**config.mk**
```make
export PLATFORM = sky130hd
export DESIGN_NAME = adpcm_nibble_decoder
export DESIGN_NICKNAME = d
export VERILOG_FILES = /design/src/rtl/core/adn_pkg.sv /design/src/rtl/core/adn_queue.sv /design/src/rtl/core/adn_front.sv /design/src/rtl/core/adn_back.sv /design/src/rtl/core/adpcm_nibble_decoder.sv
export SDC_FILE = /design/constraint.sdc
export NUM_CORES = 1
export LEC_CHECK = 0
export ABC_AREA = 1
export BUFFER_PORTS_ARGS = -buffer_cell sky130_fd_sc_hd__buf_2
export CORE_MARGIN = 2
export CORE_UTILIZATION = 35
export CTS_BUF_LIST = sky130_fd_sc_hd__clkbuf_4 sky130_fd_sc_hd__clkbuf_8 sky130_fd_sc_hd__clkbuf_16
export DETAILED_ROUTE_END_ITERATION = 7
export GPL_TIMING_DRIVEN = 0
export SYNTH_ARGS = -nofsm -noshare
export SYNTH_HDL_FRONTEND = slang
export SYNTH_HIERARCHICAL = 1
export SYNTH_SLANG_ARGS = --single-unit
```
**constraint.sdc**
```tcl
create_clock -name clk -period 9.15 [get_ports clk]
set_clock_uncertainty 0.2 [all_clocks]
set_input_delay 1.83 -clock clk [delete_from_list [all_inputs] [get_ports clk]]
set_output_delay 1.83 -clock clk [all_outputs]
set_load 0.01 [all_outputs]
```
**src/rtl/core/adn_pkg.sv**
```systemverilog
// Package for the ADPCM nibble decoder: queue entry type, back-end states,
// sample and step limits and the step adaptation table.
// Depends on nothing; every other file of the block imports it.
`timescale 1ns / 1ps
`default_nettype none

package adn_pkg;

    localparam int unsigned QUEUE_DEPTH = 2;
    localparam int unsigned HDR_BYTES   = 4;

    // Smallest step that a code may leave behind.
    localparam logic signed [15:0] STEP_FLOOR = 16'sd16;
    localparam logic signed [15:0] SAMPLE_MAX = 16'sh7FFF;
    localparam logic signed [15:0] SAMPLE_MIN = 16'sh8000;

    // Header byte positions within the packet.
    localparam logic [1:0] HDR_PRED_LO = 2'd0;
    localparam logic [1:0] HDR_PRED_HI = 2'd1;
    localparam logic [1:0] HDR_STEP_LO = 2'd2;
    localparam logic [1:0] HDR_STEP_HI = 2'd3;

    // One classified byte as it travels from the front end to the back end.
    typedef struct packed {
        logic       is_data;
        logic [1:0] hdr_idx;
        logic [7:0] data;
        logic       last;
    } qentry_t;

    // Push side of the queue as seen from the front end.
    typedef struct packed {
        logic    valid;
        qentry_t entry;
    } qpush_t;

    // Back end sequencer: IDLE takes a beat from the queue and forms the
    // products of the low nibble; the high nibble follows in MUL1.
    typedef enum logic [1:0] {
        BK_IDLE,
        BK_UPD0,
        BK_MUL1,
        BK_UPD1
    } bk_state_t;

    function automatic logic [9:0] adapt_gain(input logic [2:0] mag);
        logic [9:0] gain;
        unique case (mag)
            3'd4:    gain = 10'd307;
            3'd5:    gain = 10'd409;
            3'd6:    gain = 10'd512;
            3'd7:    gain = 10'd614;
            default: gain = 10'd230;
        endcase
        return gain;
    endfunction

endpackage

`default_nettype wire

```
**src/rtl/core/adn_queue.sv**
```systemverilog
// Two-entry queue of classified bytes between the decoder front and back ends.
// Depends on adn_pkg for the entry and push types.
`timescale 1ns / 1ps
`default_nettype none

module adn_queue
(
    input  wire logic            clk,
    input  wire logic            rst_n,
    input  wire adn_pkg::qpush_t push,
    output logic                 full,
    input  wire logic            pop,
    output logic                 head_valid,
    output adn_pkg::qentry_t     head
);
    import adn_pkg::*;

    localparam int unsigned PTR_W = $clog2(QUEUE_DEPTH);
    localparam int unsigned CNT_W = $clog2(QUEUE_DEPTH + 1);

    qentry_t            mem_reg [QUEUE_DEPTH];
    logic [PTR_W-1:0]   wr_ptr_reg, wr_ptr_next;
    logic [PTR_W-1:0]   rd_ptr_reg, rd_ptr_next;
    logic [CNT_W-1:0]   count_reg,  count_next;
    logic               do_push;
    logic               do_pop;

    assign full       = (count_reg == CNT_W'(QUEUE_DEPTH));
    assign head_valid = (count_reg != '0);
    assign head       = mem_reg[rd_ptr_reg];

    assign do_push = push.valid && !full;
    assign do_pop  = pop && head_valid;

    always_comb
    begin
        wr_ptr_next = wr_ptr_reg;
        rd_ptr_next = rd_ptr_reg;
        count_next  = count_reg;
        if (do_push)
        begin
            wr_ptr_next = (wr_ptr_reg == PTR_W'(QUEUE_DEPTH - 1)) ? '0 : wr_ptr_reg + 1'b1;
        end
        if (do_pop)
        begin
            rd_ptr_next = (rd_ptr_reg == PTR_W'(QUEUE_DEPTH - 1)) ? '0 : rd_ptr_reg + 1'b1;
        end
        if (do_push && !do_pop)
        begin
            count_next = count_reg + 1'b1;
        end
        else if (do_pop && !do_push)
        begin
            count_next = count_reg - 1'b1;
        end
    end

    always_ff @(posedge clk or negedge rst_n)
    begin
        if (!rst_n)
        begin
            wr_ptr_reg <= '0;
            rd_ptr_reg <= '0;
            count_reg  <= '0;
        end
        else
        begin
            wr_ptr_reg <= wr_ptr_next;
            rd_ptr_reg <= rd_ptr_next;
            count_reg  <= count_next;
        end
    end

    always_ff @(posedge clk)
    begin
        if (do_push)
        begin
            mem_reg[wr_ptr_reg] <= push.entry;
        end
    end

endmodule

`default_nettype wire

```
**src/rtl/core/adn_front.sv**
```systemverilog
// Front end of the ADPCM nibble decoder: accepts input beats, tracks the header
// position and tags each byte as header or data. Depends on adn_pkg.
`timescale 1ns / 1ps
`default_nettype none

module adn_front
(
    input  wire logic            clk,
    input  wire logic            rst_n,
    input  wire logic            in_valid,
    output logic                 in_stall,
    input  wire logic [7:0]      packet_byte,
    input  wire logic            first_of_packet,
    input  wire logic            last_of_packet,
    input  wire logic            queue_full,
    output adn_pkg::qpush_t      push
);
    import adn_pkg::*;

    logic [2:0] hdr_cnt_reg, hdr_cnt_next;
    logic [2:0] hdr_cnt_eff;
    logic       in_header;
    logic       accept;

    assign in_stall = queue_full;
    assign accept   = in_valid && !queue_full;

    // A first flag restarts the header with this very byte.
    assign hdr_cnt_eff = first_of_packet ? 3'd0 : hdr_cnt_reg;
    assign in_header   = (hdr_cnt_eff < 3'(HDR_BYTES));

    always_comb
    begin
        push.valid         = accept;
        push.entry.is_data = !in_header;
        push.entry.hdr_idx = hdr_cnt_eff[1:0];
        push.entry.data    = packet_byte;
        push.entry.last    = last_of_packet;

        hdr_cnt_next = hdr_cnt_reg;
        if (accept)
        begin
            if (last_of_packet)
            begin
                hdr_cnt_next = 3'd0;
            end
            else if (in_header)
            begin
                hdr_cnt_next = hdr_cnt_eff + 3'd1;
            end
            else
            begin
                hdr_cnt_next = hdr_cnt_eff;
            end
        end
    end

    always_ff @(posedge clk or negedge rst_n)
    begin
        if (!rst_n)
        begin
            hdr_cnt_reg <= '0;
        end
        else
        begin
            hdr_cnt_reg <= hdr_cnt_next;
        end
    end

endmodule

`default_nettype wire

```
**src/rtl/core/adn_back.sv**
```systemverilog
// Back end of the ADPCM nibble decoder: applies header bytes, decodes the two
// nibbles of each data byte and holds the result register. Depends on adn_pkg.
`timescale 1ns / 1ps
`default_nettype none

module adn_back
(
    input  wire logic             clk,
    input  wire logic             rst_n,
    input  wire logic             head_valid,
    input  wire adn_pkg::qentry_t head,
    output logic                  pop,
    output logic                  out_valid,
    input  wire logic             out_stall,
    output logic signed [15:0]    sample_first,
    output logic signed [15:0]    sample_second,
    output logic                  end_of_packet
);
    import adn_pkg::*;

    bk_state_t state_reg, state_next;

    logic signed [15:0] pred_reg;
    logic signed [15:0] step_reg;
    logic [7:0]         byte_reg;
    logic               last_reg;
    logic signed [15:0] sample0_reg;
    logic signed [19:0] delta_reg;
    logic signed [26:0] gprod_reg;
    logic               neg_reg;
    logic               out_valid_reg;
    logic signed [15:0] out_first_reg;
    logic signed [15:0] out_second_reg;
    logic               out_last_reg;

    logic               out_free;
    logic               take_head;
    logic               do_mul;
    logic               do_upd;
    logic               out_load;
    logic [3:0]         code;
    logic signed [20:0] sum;
    logic signed [15:0] pred_new;
    logic signed [15:0] step_raw;
    logic signed [15:0] step_new;

    assign out_free = !out_valid_reg || !out_stall;

    // Next state.
    always_comb
    begin
        state_next = state_reg;
        unique case (state_reg)
            BK_IDLE:
            begin
                if (head_valid && head.is_data)
                begin
                    state_next = BK_UPD0;
                end
            end
            BK_UPD0: state_next = BK_MUL1;
            BK_MUL1: state_next = BK_UPD1;
            BK_UPD1:
            begin
                if (out_free)
                begin
                    state_next = BK_IDLE;
                end
            end
            default: state_next = BK_IDLE;
        endcase
    end

    // Control outputs of the sequencer.
    always_comb
    begin
        take_head = 1'b0;
        do_mul    = 1'b0;
        do_upd    = 1'b0;
        out_load  = 1'b0;
        unique case (state_reg)
            BK_IDLE:
            begin
                take_head = head_valid;
                do_mul    = head_valid && head.is_data;
            end
            BK_UPD0: do_upd = 1'b1;
            BK_MUL1: do_mul = 1'b1;
            BK_UPD1:
            begin
                do_upd   = out_free;
                out_load = out_free;
            end
            default:
            begin
                take_head = 1'b0;
            end
        endcase
    end

    assign pop  = take_head;
    assign code = (state_reg == BK_IDLE) ? head.data[3:0] : byte_reg[7:4];

    // Sample update with saturation, step adaptation with floor.
    always_comb
    begin
        sum = neg_reg ? (21'(pred_reg) - 21'(delta_reg)) : (21'(pred_reg) + 21'(delta_reg));
        if (sum[20:15] == 6'b000000 || sum[20:15] == 6'b111111)
        begin
            pred_new = sum[15:0];
        end
        else
        begin
            pred_new = sum[20] ? SAMPLE_MIN : SAMPLE_MAX;
        end
        step_raw = gprod_reg[23:8];
        step_new = (step_raw < STEP_FLOOR) ? STEP_FLOOR : step_raw;
    end

    always_ff @(posedge clk or negedge rst_n)
    begin
        if (!rst_n)
        begin
            state_reg     <= BK_IDLE;
            pred_reg      <= '0;
            step_reg      <= '0;
            out_valid_reg <= 1'b0;
        end
        else
        begin
            state_reg <= state_next;
            if (take_head && !head.is_data)
            begin
                unique case (head.hdr_idx)
                    HDR_PRED_LO: pred_reg[7:0]  <= head.data;
                    HDR_PRED_HI: pred_reg[15:8] <= head.data;
                    HDR_STEP_LO: step_reg[7:0]  <= head.data;
                    HDR_STEP_HI: step_reg[15:8] <= head.data;
                    default:     pred_reg       <= pred_reg;
                endcase
            end
            else if (do_upd)
            begin
                pred_reg <= pred_new;
                step_reg <= step_new;
            end
            if (out_load)
            begin
                out_valid_reg <= 1'b1;
            end
            else if (!out_stall)
            begin
                out_valid_reg <= 1'b0;
            end
        end
    end

    always_ff @(posedge clk)
    begin
        if (take_head && head.is_data)
        begin
            byte_reg <= head.data;
            last_reg <= head.last;
        end
        if (do_mul)
        begin
            neg_reg   <= code[3];
            delta_reg <= $signed({1'b0, code[2:0]}) * step_reg;
            gprod_reg <= $signed({1'b0, adapt_gain(code[2:0])}) * step_reg;
        end
        if (state_reg == BK_UPD0)
        begin
            sample0_reg <= pred_new;
        end
        if (out_load)
        begin
            out_first_reg  <= sample0_reg;
            out_second_reg <= pred_new;
            out_last_reg   <= last_reg;
        end
    end

    assign out_valid     = out_valid_reg;
    assign sample_first  = out_first_reg;
    assign sample_second = out_second_reg;
    assign end_of_packet = out_last_reg;

endmodule

`default_nettype wire

```
**src/rtl/core/adpcm_nibble_decoder.sv**
```systemverilog
// Top level of the 4-bit ADPCM nibble decoder.
// Depends on adn_pkg, adn_front, adn_queue and adn_back.
//
// Usage:
// The input channel carries one packet byte per beat with its first and last
// flags (in_valid / in_stall). A packet opens with a four-byte header: the start
// sample, then the step size, both little-endian. Each later byte holds two codes,
// low nibble first, and yields one output beat with both decoded samples and the
// end-of-packet flag (out_valid / out_stall). Header bytes yield no output beat.
// The front end tags every accepted byte as header or data and passes it through
// a two-entry queue to the back end, so input can be taken while the back end is
// busy or waits on the receiver.
// Sequencing: the back end handles a data byte in four steps, two per nibble: one
// to form the two products of the shared multiply stage and one to update the
// sample and the step. The two nibbles depend on each other, so that chain sets
// the rate; the next byte waits for the last step, which waits while the output
// register is held. A header byte is applied as it is taken. A data byte accepted
// into an empty block passes the queue, then the IDLE, UPD0, MUL1 and UPD1 states,
// to the output register. Reset clears the header position, the sample and the
// step to zero and empties the queue and the output register. When the receiver
// stalls, the result stays in the output register, the back end takes at most one
// more data byte up to its last step, and the input stalls once the queue is full.
`timescale 1ns / 1ps
`default_nettype none

module adpcm_nibble_decoder
(
    input  wire logic          clk,
    input  wire logic          rst_n,
    input  wire logic          in_valid,
    output logic               in_stall,
    input  wire logic [7:0]    packet_byte,
    input  wire logic          first_of_packet,
    input  wire logic          last_of_packet,
    output logic               out_valid,
    input  wire logic          out_stall,
    output logic signed [15:0] sample_first,
    output logic signed [15:0] sample_second,
    output logic               end_of_packet
);
    import adn_pkg::*;

    qpush_t  push;
    logic    queue_full;
    logic    pop;
    logic    head_valid;
    qentry_t head;

    // Classifies input beats and keeps the header position.
    adn_front u_front
    (
        .clk             (clk),
        .rst_n           (rst_n),
        .in_valid        (in_valid),
        .in_stall        (in_stall),
        .packet_byte     (packet_byte),
        .first_of_packet (first_of_packet),
        .last_of_packet  (last_of_packet),
        .queue_full      (queue_full),
        .push            (push)
    );

    // Decouples the front end from the decode sequencer.
    adn_queue u_queue
    (
        .clk        (clk),
        .rst_n      (rst_n),
        .push       (push),
        .full       (queue_full),
        .pop        (pop),
        .head_valid (head_valid),
        .head       (head)
    );

    // Owns the predictor state and the output register.
    adn_back u_back
    (
        .clk           (clk),
        .rst_n         (rst_n),
        .head_valid    (head_valid),
        .head          (head),
        .pop           (pop),
        .out_valid     (out_valid),
        .out_stall     (out_stall),
        .sample_first  (sample_first),
        .sample_second (sample_second),
        .end_of_packet (end_of_packet)
    );

endmodule

`default_nettype wire

```
==> out/summary.txt, run 1 <==
Mapped Nets: 2023
min cycle time layout: 8.16 ns
post_cts resized: 0
routability congestion estimate: 0.938
WL per Instance: 15.1 um
Final Max Tran Viols: 0
vias in the first global route: 11400
Die Wd: 211 um
post-synthesis cell type count: 49
Max Root-Sink Buffers: 2
Critical Path RT: 9.15 ns
Yosys top cell area share: 23.1%
post-DP HPWL: 29700 um
Initial Util: 35.5%
core box area: 42000 um2
n_diodes: 0
number of flip-flops in the largest register: 24
CP arrival: 8.17 ns
CP max stage delay: 0.55 ns
Area Overhead vs Synth: 10.1%
slowest stage cell on the critical path: fa_1
Hold WS: 0.219 ns
Total Neg Setup Slack: 0 ns
Residual DRC: 0
startpoint types: flip-flop
run status: finished clean
Layout Nets: 2082
GRT Total Usage: 16.9%
unrepaired setup endpoints after global routing: false
via count: 11000
mean post-synth cell area: 8.55 um2
Tightest Pin Transition: 1.04 ns
dpl cell area: 15800 um2
DRT Pass-1 Iters: 5
most area-consuming cells after synthesis: edfxtp_1 23%, fa_1 19%, ha_1 10%, inv_1 9.7%, nand2_1 8.6%
WS Path Type: reg -> reg
Ys Warns: 6
CTS Buf Count: 17
cell taking the most area after synthesis: edfxtp_1
reg2reg start: u_back/state_reg[0]$_DFFE_PN0P_
gr ovfl total: 0
CTS Hold Buffers Added: 0
Vias/cell: 4.66
sequential fraction of the synthesis area: 30.2%
Crit Reg-Reg Endpoint: u_back/gprod_reg[23]$_DFFE_PP_
Final Instance Area: 16400 um2
TritonCTS clock tree: done
r2r setup slk: 0.99 ns
Iter 0 DRT Violations: 652
overall routed net length: 35500 um
Clock Pin Slew Worst Setup and Hold Paths: 0.07 ns
Setup Fix Bufs, Post-CTS: 0
Synth Register Bits: 157
Mapped Cells: 1746
largest net degree at the start of global routing: 43
period utilization: 89.2%
Worst Setup End Kind: flip-flop
crit path max fanout: 10
worst-case reg-to-reg path depth: 29
crit path from: u_back/state_reg[0]$_DFFE_PN0P_
f_max: 123 MHz
Root Buffer Master: clkbuf_16
Final setup viols: 0
initial antenna violation count: 0
min-delay worst type: reg -> reg
Final Hold Fails: 0
# clock sinks: 157
Rel. slew slack: 30.2%
Core Rows: 75
max-cap viol count: 0
wire length of the first global-routing pass: 58300 um
port bufs: 40
clk_lat worst skew: 0.44 ns
Die Ht: 211 um
synthesized cell area: 14900 um2
H-tree depth: 4
io pins: 49
Antenna Nets Post-Route: 0
die area: 44300 um2
fraction of layout cells with a size suffix above 1: 7.81%
crit path to: u_back/gprod_reg[23]$_DFFE_PP_
[cell type report]
cell class	instances	area, um2
repair buffers	40	200
multi-input cells	1157	8720
clock buffers	17	425
well taps	539	674
plain buffers	33	208
fillers	4234	25600
flip-flops and latches	157	4500
inverters	399	1500
clock inverters	15	201
[stage by stage]
stage,setup slack (ns),cells,utilization [%]
after CTS,0.933,2357,39.1
after global routing,0.572,2357,39.1
final,0.987,2357,39.1
after detailed placement,0.952,2325,37.6
after global placement,0.971,2325,37.6
after floorplan,2.80,1746,-
[layout by cell type, fill, tap and decap left out, types with 4 or more instances in the layout]
master / instances
xnor2_1: 30
a31oi_1: 19
a21oi_1: 79
o21ai_0: 37
buf_4: 13
nand2_1: 341
nand2_2: 13
dfrtp_1: 42
nor2_1: 219
inv_2: 11
nand4_1: 9
clkbuf_1: 11
fa_1: 144
a21o_1: 4
nor2_2: 4
nor4_1: 7
inv_1: 385
nor3_1: 7
ha_1: 119
inv_6: 4
buf_2: 44
clkbuf_16: 17
nor2_4: 5
nand3_1: 35
o21bai_1: 5
edfxtp_1: 115
xor2_1: 48
o21ai_1: 4
buf_6: 4
[routing by layer]
metal	wire (um)	vias up	global-route usage, %	share of wire (%)
met5	0	-	0	0
met4	543	0	3.86	1.5
met3	1420	34	2.80	4.0
li1	-	5510	-	-
met1	15600	5232	20.8	44
met2	18000	210	30.7	51
[critical path, delay by kind of cell (launching register included)]
family                   cells  cell delay, ns
buffers and inverters        9            1.44
adder cells (fa/ha/maj)      7            3.10
flip-flops                   1            0.41
AND/OR/NAND/NOR              8            1.29
AO/OA/AOI/OAI                5            1.46
[cell families after synthesis]
logic type,synth area share (%)
xor gates and xnor gates,4.58
DFF,30.2
AOI/OAI and AO/OA,6.82
adders and majority gates,29.3
buffers and inverters,11.4
and+or+nand+nor,17.7
[how the worst min path moves through the flow]
stage	from	end	slack [ns]	depth (start not counted)
3_5_place_dp	u_back/sample0_reg[13]$_DFFE_PP_	u_back/sample_first[13]$_DFFE_PP_	0.20	0
4_1_cts	u_back/sample0_reg[13]$_DFFE_PP_	u_back/sample_first[13]$_DFFE_PP_	0.22	0
3_3_place_gp	u_back/sample0_reg[11]$_DFFE_PP_	u_back/sample_first[11]$_DFFE_PP_	0.20	0
6_report	u_back/sample0_reg[3]$_DFFE_PP_	u_back/sample_first[3]$_DFFE_PP_	0.22	0
5_1_grt	u_back/sample0_reg[13]$_DFFE_PP_	u_back/sample_first[13]$_DFFE_PP_	0.22	0
2_1_floorplan	u_back/last_reg$_DFFE_PP_	u_back/end_of_packet$_DFFE_PP_	0.20	0
[synthesized netlist by cell type, drive strengths merged]
library cell and instances:
a41oi 1, nand2 354, edfxtp 115, o211ai 1, a31oi 21, clkbuf 11
nand3 36, a211oi 1, buf 22, nand4 9, nor3 7, ha 119
xnor2 30, and3 1, nand3b 3, dfrtp 42, o41ai 1, a21oi 81
o221ai 1, a21o 4, xor2 48, nor4 7, inv 397, or2 1
nor3b 1, a21boi 1, nor2 229, o21a 2, o21ai 47, fa 144
o31ai 2, o21bai 5, clkinv 2
Power of run 1 is left out: the tool's default activity adds up to more than one toggle a clock period on the data nets, which glitch-free logic cannot reach.
==> inputs of run 2 (changes only) <==
CELL_PAD_IN_SITES_DETAIL_PLACEMENT = 0   (was unset)
CELL_PAD_IN_SITES_GLOBAL_PLACEMENT = 2   (was unset)
PLACE_DENSITY_LB_ADDON = 0.1   (was unset)
==> out/summary.txt, run 2 (synthesized netlist as in run 1, its figures left out) <==
H-tree depth: 4 (unchanged)
vias in the first global route: 11700 (was 11400)
Max Root-Sink Buffers: 2 (unchanged)
Final Max Tran Viols: 0 (unchanged)
wire length of the first global-routing pass: 64900 um (was 58300 um)
gr ovfl total: 0 (unchanged)
Root Buffer Master: clkbuf_16 (unchanged)
Antenna Nets Post-Route: 0 (unchanged)
post_cts resized: 0 (unchanged)
CTS Buf Count: 17 (unchanged)
Setup Fix Bufs, Post-CTS: 0 (unchanged)
port bufs: 40 (unchanged)
f_max: 124 MHz (was 123 MHz)
DRT Pass-1 Iters: 5 (unchanged)
TritonCTS clock tree: done (unchanged)
core box area: 42000 um2 (unchanged)
CTS Hold Buffers Added: 0 (unchanged)
io pins: 49 (unchanged)
most frequent cells in the layout: 385 x inv_1, 341 x nand2_1, 219 x nor2_1 (unchanged)
min-delay worst type: reg -> reg (unchanged)
GRT Total Usage: 19.2% (was 16.9%)
Area Overhead vs Synth: 10.1% (about the same)
overall routed net length: 39500 um (was 35500 um)
Die Wd: 211 um (unchanged)
WL per Instance: 16.8 um (was 15.1 um)
Iter 0 DRT Violations: 510 (was 652)
CP max stage delay: 0.55 ns (about the same)
unrepaired setup endpoints after global routing: false (unchanged)
WS Path Type: reg -> reg (unchanged)
Vias/cell: 4.62 (was 4.66)
period utilization: 88.2% (was 89.2%)
Critical Path RT: 9.16 ns (was 9.15 ns)
crit path max fanout: 10 (unchanged)
Final Hold Fails: 0 (unchanged)
startpoint types: flip-flop (unchanged)
min cycle time layout: 8.07 ns (was 8.16 ns)
CP arrival: 8.08 ns (was 8.17 ns)
fraction of layout cells with a size suffix above 1: 7.81% (unchanged)
routability congestion estimate: 0.870 (was 0.938)
Tightest Pin Transition: 1.06 ns (was 1.04 ns)
Worst Setup End Kind: flip-flop (unchanged)
Core Rows: 75 (unchanged)
# clock sinks: 157 (unchanged)
Initial Util: 35.5% (unchanged)
initial antenna violation count: 0 (unchanged)
Final setup viols: 0 (unchanged)
Residual DRC: 0 (unchanged)
Clock Pin Slew Worst Setup and Hold Paths: 0.07 ns (about the same)
die area: 44300 um2 (unchanged)
largest net degree at the start of global routing: 43 (unchanged)
post-DP HPWL: 33700 um (was 29700 um)
most common cell after layout, fill and taps aside: inv_1 (unchanged)
run status: finished clean (unchanged)
Rel. slew slack: 28.9% (was 30.2%)
Layout Nets: 2082 (unchanged)
dpl ws: 1.02 ns (was 0.952 ns)
clk_lat worst skew: 0.44 ns (about the same)
via count: 10900 (was 11000)
max-cap viol count: 0 (unchanged)
slowest stage cell on the critical path: fa_1 (unchanged)
number of flip-flops in the largest register: 24 (unchanged)
Total Neg Setup Slack: 0 ns (unchanged)
Die Ht: 211 um (unchanged)
Setup WS post-layout: 1.08 ns (was 0.987 ns)
[run 2: cell count changes in the layout (fill, tap and decap cells not counted), sizes merged]
| cell | delta |
|---|---|
| bufinv | -1 |
| clkbuf | +1 |
| clkinv | -3 |
| diode | +1 |
| inv | +3 |
[run 2: path summary, 6_finish.rpt]
kind | from | endpoint | slack (ns) | cells past startpoint
worst min register to register | u_back/sample0_reg[2]$_DFFE_PP_ | u_back/sample_first[2]$_DFFE_PP_ | 0.22 | 0
worst max register to register | u_back/state_reg[0]$_DFFE_PN0P_ | u_back/gprod_reg[23]$_DFFE_PP_ | 1.08 | 29
min in group asynchronous | rst_n | u_front/hdr_cnt_reg[2]$_DFFE_PN0P_ | 1.36 | 1
max in group asynchronous | rst_n | u_back/pred_reg[13]$_DFFE_PN0P_ | 6.73 | 1
worst min-delay path | u_back/sample0_reg[2]$_DFFE_PP_ | u_back/sample_first[2]$_DFFE_PP_ | 0.22 | 0
worst max-delay path | u_back/state_reg[0]$_DFFE_PN0P_ | u_back/gprod_reg[23]$_DFFE_PP_ | 1.08 | 29
[run 2: layout make-up]
type	count	area, um2
fillers	4383	25600
multi-input cells	1157	8720
flip-flops and latches	157	4500
inverters	399	1500
well taps	539	674
clock buffers	18	433
plain buffers	33	208
repair buffers	40	200
clock inverters	14	189
diodes	1	2.50
[run 2: layer usage]
| metal | track usage (%) | vias up | wire (um) |
|---|---|---|---|
| li1 | - | 5487 | - |
| met1 | 24.0 | 5232 | 17500 |
| met2 | 35.3 | 125 | 20600 |
| met3 | 2.03 | 39 | 717 |
| met4 | 4.93 | 0 | 677 |
| met5 | 0 | - | 0 |
[run 2: critical path: cells and delay by family (launching register included)]
family / cells / cell delay, ns
buffers and inverters: 9 / 1.36
AND/OR/NAND/NOR: 8 / 1.13
flip-flops: 1 / 0.40
adder cells (fa/ha/maj): 7 / 3.13
AO/OA/AOI/OAI: 5 / 1.60
[run 2: metrics by stage]
stage	cells	area, um2	hold WS (ns)	utilization, %
5_1_grt	2357	16400	0.231	39.1
4_1_cts	2357	16400	0.221	39.1
2_1_floorplan	1746	14900	0.200	-
3_3_place_gp	2325	15800	0.201	37.6
3_5_place_dp	2325	15800	0.205	37.6
6_report	2358	16400	0.220	39.1
Power of run 2 is left out for the same reason.
==> inputs of run 3 (changes only) <==
clock period = 7.8 ns   (was 9.15 ns; I/O delays follow)
==> out/summary.txt, run 3 (synthesized netlist as in run 1, its figures left out) <==
run status: finished clean (unchanged)
worst-case reg-to-reg path depth: 29 (unchanged)
Final setup viols: 0 (unchanged)
Core Rows: 75 (unchanged)
area of the multi-input gates: 8740 um2 (was 8720 um2)
Die Wd: 211 um (unchanged)
min cycle time layout: 7.51 ns (was 8.07 ns)
unrepaired setup endpoints after global routing: false (unchanged)
io pins: 49 (unchanged)
Clock Pin Slew Worst Setup and Hold Paths: 0.07 ns (about the same)
number of flip-flops in the largest register: 24 (unchanged)
crit path max fanout: 10 (unchanged)
core box area: 42000 um2 (unchanged)
initial antenna violation count: 0 (unchanged)
Residual DRC: 0 (unchanged)
dpl ws: -0.325 ns (was 1.02 ns)
die area: 44300 um2 (unchanged)
Iter 0 DRT Violations: 498 (was 510)
overall routed net length: 39500 um (about the same)
Vias/cell: 4.62 (about the same)
routability congestion estimate: 0.870 (unchanged)
delay-heaviest family, CP: adder cells (unchanged)
Tightest Pin Transition: 1.06 ns (unchanged)
CTS Buf Count: 17 (unchanged)
# clock sinks: 157 (unchanged)
Die Ht: 211 um (unchanged)
via count: 10900 (about the same)
GRT Total Usage: 19.2% (about the same)
Layout Nets: 2085 (was 2082)
WS Path Type: reg -> reg (unchanged)
Hold Startpoint: u_back/sample0_reg[2]$_DFFE_PP_ (unchanged)
CP max stage delay: 0.55 ns (about the same)
Crit Reg-Reg Endpoint: u_back/gprod_reg[23]$_DFFE_PP_ (unchanged)
Final Max Tran Viols: 0 (unchanged)
Root Buffer Master: clkbuf_16 (unchanged)
DRT Pass-1 Iters: 5 (unchanged)
Final Hold Fails: 0 (unchanged)
WHS Path Cells: 0 (unchanged)
period utilization: 96.2% (was 88.2%)
wire length of the first global-routing pass: 64900 um (about the same)
Fill cells: 4380 (was 4383)
fraction of layout cells with a size suffix above 1: 8.51% (was 7.81%)
Antenna Nets Post-Route: 0 (unchanged)
H-tree depth: 4 (unchanged)
Hold Path End: u_back/sample_first[2]$_DFFE_PP_ (unchanged)
reg2reg start: u_back/state_reg[0]$_DFFE_PN0P_ (unchanged)
Setup WS post-layout: 0.294 ns (was 1.08 ns)
TritonCTS clock tree: done (unchanged)
startpoint types: flip-flop (unchanged)
CP Buf/Inv Count: 10 (was 9)
r2r setup slk: 0.29 ns (was 1.08 ns)
f_max: 133 MHz (was 124 MHz)
gr ovfl total: 0 (unchanged)
WL per Instance: 16.7 um (was 16.8 um)
Total Neg Setup Slack: 0 ns (unchanged)
clk_lat worst skew: 0.44 ns (about the same)
Initial Util: 35.5% (unchanged)
Area Overhead vs Synth: 10.4% (was 10.1%)
post-DP HPWL: 33700 um (unchanged)
CP arrival: 7.51 ns (was 8.08 ns)
Max Root-Sink Buffers: 2 (unchanged)
port bufs: 40 (unchanged)
register area: 4500 um2 (unchanged)
vias in the first global route: 11700 (about the same)
Critical Path RT: 7.81 ns (was 9.16 ns)
max-cap viol count: 0 (unchanged)
most frequent cells in the layout: 384 x inv_1, 341 x nand2_1, 216 x nor2_1 (was 385 x inv_1, 341 x nand2_1, 219 x nor2_1)
largest net degree at the start of global routing: 43 (unchanged)
most common cell after layout, fill and taps aside: inv_1 (unchanged)
slowest stage cell on the critical path: fa_1 (unchanged)
Rel. slew slack: 28.9% (unchanged)
min-delay worst type: reg -> reg (unchanged)
Worst Setup End Kind: flip-flop (unchanged)
CP dominant cell by count: inv_1
==> run 3: worst max path at each step <==
stage / endpoint / slack (ns) / from / depth (start not counted)
after floorplan: u_back/gprod_reg[23]$_DFFE_PP_ / 1.45 / u_back/state_reg[0]$_DFFE_PN0P_ / 29
after global placement: u_back/gprod_reg[23]$_DFFE_PP_ / -0.41 / u_back/state_reg[0]$_DFFE_PN0P_ / 29
after detailed placement: u_back/gprod_reg[23]$_DFFE_PP_ / -0.33 / u_back/state_reg[0]$_DFFE_PN0P_ / 29
after CTS: u_back/gprod_reg[23]$_DFFE_PP_ / 0.03 / u_back/state_reg[0]$_DFFE_PN0P_ / 30
after global routing: u_back/gprod_reg[23]$_DFFE_PP_ / 0.02 / u_back/state_reg[0]$_DFFE_PN0P_ / 30
final: u_back/gprod_reg[23]$_DFFE_PP_ / 0.29 / u_back/state_reg[0]$_DFFE_PN0P_ / 29
==> run 3: metrics by stage <==
| stage | utilization [%] | cells | hold slack, ns | instance area [um2] |
|---|---|---|---|---|
| after detailed placement | 37.6 | 2325 | 0.205 | 15800 |
| after global placement | 37.6 | 2325 | 0.201 | 15800 |
| after CTS | 39.1 | 2357 | 0.221 | 16400 |
| final | 39.2 | 2361 | 0.220 | 16500 |
| after global routing | 39.2 | 2360 | 0.231 | 16500 |
| after floorplan | - | 1746 | 0.200 | 14900 |
==> run 3: timing repair <==
item	in CTS	in global routing
setup buffers	0	3
setup endpoints to repair	1	1
hold buffers	0	0
pin swaps	1	1
gates resized for setup	5	7
endpoints found under the hold margin	0	0
==> run 3: layout make-up <==
class	count	area share, %
antenna	1	0.0152
buffer	33	1.28
clock buffer	18	2.63
clock inverter	14	1.15
inverter	399	9.11
multi-input combinational	1157	53.0
sequential	157	27.3
tap	539	4.09
timing repair buffer	43	1.35
==> run 3: layer usage <==
layer / vias to the layer above / global-route usage [%] / part of all wire, %
li1: 5497 / - / -
met4: 0 / 4.95 / 1.7
met5: - / 0 / 0
met1: 5230 / 24.0 / 44
met2: 151 / 35.3 / 52
met3: 35 / 2.03 / 2.0
Power of run 3 is left out for the same reason.
